==> src/rtl/sld_pkg.sv <==
`timescale 1ns / 1ps

package sld_pkg;

	// Number of sync bytes that open a frame.
	localparam int SYNC_BYTES = 4;
	localparam int MATCH_W = (SYNC_BYTES > 1) ? $clog2(SYNC_BYTES) : 1;

	localparam logic [31:0] SYNC_WORD_RESET = 32'h5359_4E43;

	typedef enum logic {
		KIND_PAYLOAD = 1'b0,
		KIND_FRAME_END = 1'b1
	} result_kind_t;

	typedef struct packed {
		result_kind_t result_kind;
		logic [7:0] payload_byte;
		logic [7:0] byte_position;
		logic [7:0] frame_length;
		logic checksum_match;
		logic frame_good;
	} sld_result_t;

	// Sync byte number idx, counted from the first byte sent. Bytes that
	// would lie above bit 31 of the register are zero.
	function automatic logic [7:0] sync_byte(logic [31:0] word, logic [MATCH_W-1:0] idx);
		int pos;
		pos = SYNC_BYTES - 1 - int'(idx);
		if (pos > 3) begin
			return 8'h00;
		end
		return 8'(word >> (8 * pos));
	endfunction

endpackage

==> src/rtl/sld_in_reg.sv <==
`timescale 1ns / 1ps

module sld_in_reg (
	input  logic       clk,
	input  logic       arst_n,
	input  logic       in_valid,
	output logic       in_ready,
	input  logic [7:0] rx_byte,
	input  logic       advance,
	output logic       valid_s1,
	output logic [7:0] byte_s1
);
	import sld_pkg::*;

	// The register takes a new byte when empty or when its byte moves on.
	assign in_ready = !valid_s1 || advance;

	always_ff @(posedge clk or negedge arst_n) begin
		if (!arst_n) begin
			valid_s1 <= 1'b0;
		end else if (in_ready) begin
			valid_s1 <= in_valid;
		end
	end

	always_ff @(posedge clk) begin
		if (in_valid && in_ready) begin
			byte_s1 <= rx_byte;
		end
	end

endmodule

==> src/rtl/sld_core.sv <==
`timescale 1ns / 1ps

module sld_core (
	input  logic                clk,
	input  logic                arst_n,
	input  logic                sync_word_we,
	input  logic [31:0]         sync_word,
	input  logic                step,
	input  logic [7:0]          rx_byte,
	output logic                has_result,
	output sld_pkg::sld_result_t res
);
	import sld_pkg::*;

	typedef enum logic [1:0] {
		PH_HUNT = 2'd0,
		PH_LEN  = 2'd1,
		PH_DATA = 2'd2,
		PH_SUM  = 2'd3
	} phase_t;

	phase_t phase_q, phase_d;
	logic [MATCH_W-1:0] matched_q, matched_d;
	logic [7:0] length_q, length_d;
	logic [7:0] seen_q, seen_d;
	logic [7:0] xor_q, xor_d;
	logic [31:0] sync_word_q;
	logic [7:0] seen_inc;
	logic sum_ok;

	assign seen_inc = seen_q + 8'd1;
	assign sum_ok = (xor_q == rx_byte);
	assign has_result = (phase_q == PH_DATA) || (phase_q == PH_SUM);

	always_comb begin
		phase_d = phase_q;
		matched_d = matched_q;
		length_d = length_q;
		seen_d = seen_q;
		xor_d = xor_q;
		res = '0;
		case (phase_q)
			PH_HUNT: begin
				// A mismatching byte restarts the hunt and is not retried as a first byte.
				if (rx_byte == sync_byte(sync_word_q, matched_q)) begin
					if (matched_q == MATCH_W'(SYNC_BYTES - 1)) begin
						matched_d = '0;
						phase_d = PH_LEN;
					end else begin
						matched_d = matched_q + MATCH_W'(1);
					end
				end else begin
					matched_d = '0;
				end
			end
			PH_LEN: begin
				length_d = rx_byte;
				seen_d = 8'd0;
				xor_d = 8'd0;
				phase_d = (rx_byte == 8'd0) ? PH_SUM : PH_DATA;
			end
			PH_DATA: begin
				res.result_kind = KIND_PAYLOAD;
				res.payload_byte = rx_byte;
				res.byte_position = seen_q;
				res.frame_length = length_q;
				xor_d = xor_q ^ rx_byte;
				seen_d = seen_inc;
				if (seen_inc == length_q) begin
					phase_d = PH_SUM;
				end
			end
			PH_SUM: begin
				res.result_kind = KIND_FRAME_END;
				res.frame_length = length_q;
				res.checksum_match = sum_ok;
				res.frame_good = sum_ok && (length_q != 8'd0);
				matched_d = '0;
				phase_d = PH_HUNT;
			end
			default: begin
				phase_d = PH_HUNT;
			end
		endcase
	end

	always_ff @(posedge clk or negedge arst_n) begin
		if (!arst_n) begin
			phase_q <= PH_HUNT;
			matched_q <= '0;
			length_q <= 8'd0;
			seen_q <= 8'd0;
			xor_q <= 8'd0;
			sync_word_q <= SYNC_WORD_RESET;
		end else begin
			if (step) begin
				phase_q <= phase_d;
				matched_q <= matched_d;
				length_q <= length_d;
				seen_q <= seen_d;
				xor_q <= xor_d;
			end
			if (sync_word_we) begin
				sync_word_q <= sync_word;
			end
		end
	end

	a_data_in_range: assert property (@(posedge clk) disable iff (!arst_n)
		phase_q == PH_DATA |-> (length_q != 8'd0) && (seen_q < length_q))
		else $error("payload count outside frame length");

	a_zero_len_to_sum: assert property (@(posedge clk) disable iff (!arst_n)
		step && phase_q == PH_LEN && rx_byte == 8'd0 |=> phase_q == PH_SUM)
		else $error("zero length frame did not go to checksum");

	a_sum_to_hunt: assert property (@(posedge clk) disable iff (!arst_n)
		step && phase_q == PH_SUM |=> phase_q == PH_HUNT && matched_q == '0)
		else $error("frame end did not restart the sync hunt");

endmodule

==> src/rtl/sld_out_reg.sv <==
`timescale 1ns / 1ps

module sld_out_reg (
	input  logic                clk,
	input  logic                arst_n,
	input  logic                load,
	input  sld_pkg::sld_result_t res,
	output logic                can_load,
	output logic                out_valid,
	input  logic                out_ready,
	output sld_pkg::sld_result_t res_q
);
	import sld_pkg::*;

	// A new result may enter while the held one is being transferred.
	assign can_load = !out_valid || out_ready;

	always_ff @(posedge clk or negedge arst_n) begin
		if (!arst_n) begin
			out_valid <= 1'b0;
		end else if (load) begin
			out_valid <= 1'b1;
		end else if (out_ready) begin
			out_valid <= 1'b0;
		end
	end

	always_ff @(posedge clk) begin
		if (load) begin
			res_q <= res;
		end
	end

endmodule

==> src/rtl/sync_length_xor_deframer.sv <==
`timescale 1ns / 1ps

// Deframer for a byte stream: sync word, length byte, payload, XOR checksum.
// Input channel: rx_byte with in_valid / in_ready, one byte per transfer.
// Output channel: out_valid / out_ready with one result per transfer:
// a payload byte with its position, or a frame end with length and verdict.
// Sync bytes and the length byte produce no result.
// The sync word is written through sync_word_we / sync_word; the user
// must do so only while idle, which the block does not enforce.
// A byte taken goes into the input register and its result then into
// the result register, which drives the output.
// Throughput: one byte per cycle while the receiver keeps out_ready high.
// When the receiver stalls, the result register holds its result and one
// more byte waits in the input register; bytes that produce no result still
// pass through. Then in_ready drops until the held result is transferred.
// Reset empties both registers, restarts the sync hunt and loads the sync
// word with ASCII "SYNC".
module sync_length_xor_deframer (
	input  logic        clk,
	input  logic        arst_n,
	input  logic        sync_word_we,
	input  logic [31:0] sync_word,
	input  logic        in_valid,
	output logic        in_ready,
	input  logic [7:0]  rx_byte,
	output logic        out_valid,
	input  logic        out_ready,
	output logic        result_kind,
	output logic [7:0]  payload_byte,
	output logic [7:0]  byte_position,
	output logic [7:0]  frame_length,
	output logic        checksum_match,
	output logic        frame_good
);
	import sld_pkg::*;

	logic valid_s1;
	logic [7:0] byte_s1;
	logic advance;
	logic has_result;
	logic can_load;
	sld_result_t res;
	sld_result_t res_q;

	assign advance = valid_s1 && (!has_result || can_load);

	sld_in_reg u_in (
		.clk      (clk),
		.arst_n   (arst_n),
		.in_valid (in_valid),
		.in_ready (in_ready),
		.rx_byte  (rx_byte),
		.advance  (advance),
		.valid_s1 (valid_s1),
		.byte_s1  (byte_s1)
	);

	sld_core u_core (
		.clk          (clk),
		.arst_n       (arst_n),
		.sync_word_we (sync_word_we),
		.sync_word    (sync_word),
		.step         (advance),
		.rx_byte      (byte_s1),
		.has_result   (has_result),
		.res          (res)
	);

	sld_out_reg u_out (
		.clk       (clk),
		.arst_n    (arst_n),
		.load      (advance && has_result),
		.res       (res),
		.can_load  (can_load),
		.out_valid (out_valid),
		.out_ready (out_ready),
		.res_q     (res_q)
	);

	assign result_kind = res_q.result_kind;
	assign payload_byte = res_q.payload_byte;
	assign byte_position = res_q.byte_position;
	assign frame_length = res_q.frame_length;
	assign checksum_match = res_q.checksum_match;
	assign frame_good = res_q.frame_good;

endmodule
==> config.mk <==
export PLATFORM = sky130hd
export DESIGN_NAME = sync_length_xor_deframer
export DESIGN_NICKNAME = d
export VERILOG_FILES = /design/src/rtl/sld_pkg.sv /design/src/rtl/sld_in_reg.sv /design/src/rtl/sld_core.sv /design/src/rtl/sld_out_reg.sv /design/src/rtl/sync_length_xor_deframer.sv
export SDC_FILE = /design/constraint.sdc
export NUM_CORES = 1
export LEC_CHECK = 0
export BUFFER_PORTS_ARGS = -buffer_cell sky130_fd_sc_hd__buf_2
export CORE_UTILIZATION = 58
export CTS_BUF_LIST = sky130_fd_sc_hd__clkbuf_8
export DETAILED_ROUTE_END_ITERATION = 12
export PLACE_DENSITY_LB_ADDON = 0.05
export SYNTH_ARGS = -nofsm -noshare
export SYNTH_HDL_FRONTEND = slang
export SYNTH_SLANG_ARGS = --single-unit
==> constraint.sdc <==
create_clock -name clk -period 3.9 [get_ports clk]
set_clock_uncertainty 0.15 [all_clocks]
set_input_delay 0.39 -clock clk [delete_from_list [all_inputs] [get_ports clk]]
set_output_delay 0.39 -clock clk [all_outputs]
set_load 0.005 [all_outputs]
==> impl_metrics.env <==
export IMPL_hold_buffers=0
export IMPL_die_area_um2=8200
export IMPL_required_ps=4000
export IMPL_globalRoute_busiestLayer="met2"
export IMPL_clock_latency_ps=360
export IMPL_fmax_mhz=376
export IMPL_synth_compound_area_share_pct=7.86
export IMPL_avgSynthCellArea_um2=13.5
export IMPL_drt_iter0_drc=148
export IMPL_slew_violations=0
export IMPL_wl_per_cell_um=16.1
export IMPL_ys_warn_count=0
export IMPL_slew_headroom_pct=32.5
export IMPL_cts_sinks=97
export IMPL_synth_xor_area_share_pct=3.27
export IMPL_place_ws_ps=1280
export IMPL_synth_async_reset_ratio_pct=63.9
export IMPL_ys_ff_latch=97
export IMPL_multi_input_area_um2=1850
export IMPL_outcome="completed"
export IMPL_grt_max_degree=45
export IMPL_die_h_um=90.6
export IMPL_placementRows=31
export IMPL_io_pins=74
export IMPL_routed_wl_um=8280
export IMPL_final_common_cell="buf_2"
export IMPL_syn_cell_area_um2=4550
export IMPL_clk_pin_slew_worst_paths_ps=90
export IMPL_grtUsageMet2_pct=35.5
export IMPL_path_max_fanout=6
export IMPL_hp_class="input port to async pin"
export IMPL_num_antenna_cells=0
export IMPL_worst_setup_path_type="flop to flop"
export IMPL_cp_arrival_ps=2760
export IMPL_worst_pin_slew_ps=1010
export IMPL_io_buffers=73
export IMPL_final_area_um2=5230
export IMPL_setup_ws_ps=1240
export IMPL_synth_top_family_by_area="multiplexers"
export IMPL_core_region_area_um2=7410
export IMPL_final_core_utilization_pct=70.6
export IMPL_grt_antenna_before_repair=0
export IMPL_cts_resized=0
export IMPL_n_fill_cell=558
export IMPL_yosys_area_share_simple_pct=12.7
export IMPL_initial_core_util_pct=61.4
export IMPL_grtUsageMet3_pct=3.28
export IMPL_yosys_area_share_adder_pct=1.92
export IMPL_muxShareOfSynthArea_pct=14.8
export IMPL_ys_flop_type="dfrtp_1"
export IMPL_cts_root_buf="clkbuf_8"
export IMPL_seq_area_frac_synth_pct=57.6
export IMPL_dpl_cell_area_um2=5000
export IMPL_firstDrtPassIters=5
export IMPL_synth_edf_count=35
export IMPL_layout_area_seq_um2=2620
export IMPL_endpoint_kind="flop"
export IMPL_fin_crit_ps=2660
export IMPL_final_setup_viol_count=0
export IMPL_power_density_nw_per_um2=380
export IMPL_p_leak_nw=2.33
export IMPL_finalCritPeriodShare_pct=68.1
export IMPL_first_global_vias=2841
export IMPL_h_tree_depth=3
export IMPL_overflow=0
export IMPL_grt_usage_pct=21.5
export IMPL_route_detailed_drc=0
export IMPL_viasPerCell=5.57
export IMPL_ir_drop_mv=0.309
export IMPL_fin_setup_tns_ps=0
export IMPL_drive_gt1_share_pct=36.7
export IMPL_ant_nets=0
export IMPL_final_cell_mix="73 x buf_2, 47 x dfrtp_1, 40 x mux2_2"
export IMPL_area_growth_pct=15.0
export IMPL_worstSetupStartpointType="flop"
export IMPL_clock_path_buffers=2
export IMPL_cts_tree="done"
export IMPL_hold_violations=0
export IMPL_final_nets=461
export IMPL_use_met1_pct=28.0
export IMPL_hpwl_um=5930
export IMPL_postSynthCellCount=337
export IMPL_post_cts_buffers=0
export IMPL_max_cap_viol_count=0
export IMPL_grt_pass1_wl_um=13700
export IMPL_yosysUniqueCellTypes=45
export IMPL_rsz0062_at_grt="no"
export IMPL_place_gp_congestion=0.780
export IMPL_cts_buffers_inserted=9
export IMPL_syn_nets=389
export IMPL_vias=2856
export IMPL_die_x_um=90.6
cells in the mapped netlist, types with 8 or more instances:
cell / number / share of area [%]
dfrtp_1: 47 / 26
xnor2_1: 14 / 2.7
clkbuf_1: 10 / 0.82
and2_1: 28 / 3.8
a22o_1: 14 / 2.7
nor2_1: 8 / 0.66
mux2_2: 40 / 9.9
o21ai_0: 12 / 1.3
mux4_1: 8 / 4.6
edfxtp_1: 35 / 23
dfstp_2: 15 / 8.7
nand2b_1: 21 / 2.9
layout make-up:
cell class / count / area share, %
Inverter: 3 / 0.215
Multi-Input combinational cell: 220 / 35.3
Clock buffer: 10 / 2.63
Timing Repair Buffer: 78 / 7.70
Sequential cell: 97 / 50.1
Tap cell: 99 / 2.37
Clock inverter: 6 / 1.72
worst max-delay path, stage by stage (launching register included):
cell and delay (ps):
dfrtp_1 410, inv_1 130, ha_1 240, nor2_1 260, o21a_1 240, nand4_1 120
nor4_1 460, a2bb2oi_2 210, mux2_1 330
through the flow:
step                      std cells  hold slack (ps)  total power [mW]
after floorplan                 337            -55.6              1.22
after detailed placement        497              337              1.29
after global placement          497              333              1.28
after global routing            513             41.0              2.06
after CTS                       513             36.6              2.01
final                           513             41.8              1.99
state kept, by name (all words and copies together), names as in the netlist:
signal / cells
u_in.valid_s1: 1
u_core.seen_q: 8
u_core.sync_word_q: 32
u_core.phase_q: 2
u_core.length_q: 8
u_in.byte_s1: 8
u_core.xor_q: 8
u_core.matched_q: 2
u_out.res_q: 27
u_out.out_valid: 1
kinds of logic after synthesis:
family                   count (synthesis)
AO/OA/AOI/OAI                           48
XOR/XNOR                                17
adder cells (fa/ha/maj)                  7
buffers and inverters                   20
flip-flops                              97
multiplexers                            49
AND/OR/NAND/NOR                         99
routing by layer:
layer	vias to the layer above	wire, um
met3	20	314
met5	-	0
met4	0	210
met2	71	4030
li1	1395	-
met1	1370	3720
path summary, 6_finish.rpt:
kind | cells after the start | slack, ps | start | endpoint
setup / recovery | 8 | 1240 | u_core.phase_q[0] | u_core.phase_q[1]
hold / removal | 1 | 40 | arst_n | u_core.seen_q[3]
setup reg to reg | 8 | 1240 | u_core.phase_q[0] | u_core.phase_q[1]
hold reg to reg | 1 | 350 | u_core.sync_word_q[21] | u_core.sync_word_q[21]
max in group asynchronous | 2 | 2660 | arst_n | u_core.sync_word_q[9]
min in group clk | 1 | 50 | rx_byte[1] | u_in.byte_s1[1]
power breakdown:
part | internal (mW) | switching, mW | total (mW)
Clock | 0.381 | 0.346 | 0.726
Combinational | 0.0735 | 0.0493 | 0.123
Sequential | 1.10 | 0.0351 | 1.14
Total | 1.56 | 0.430 | 1.99
Power figures use the tool's default switching activity.
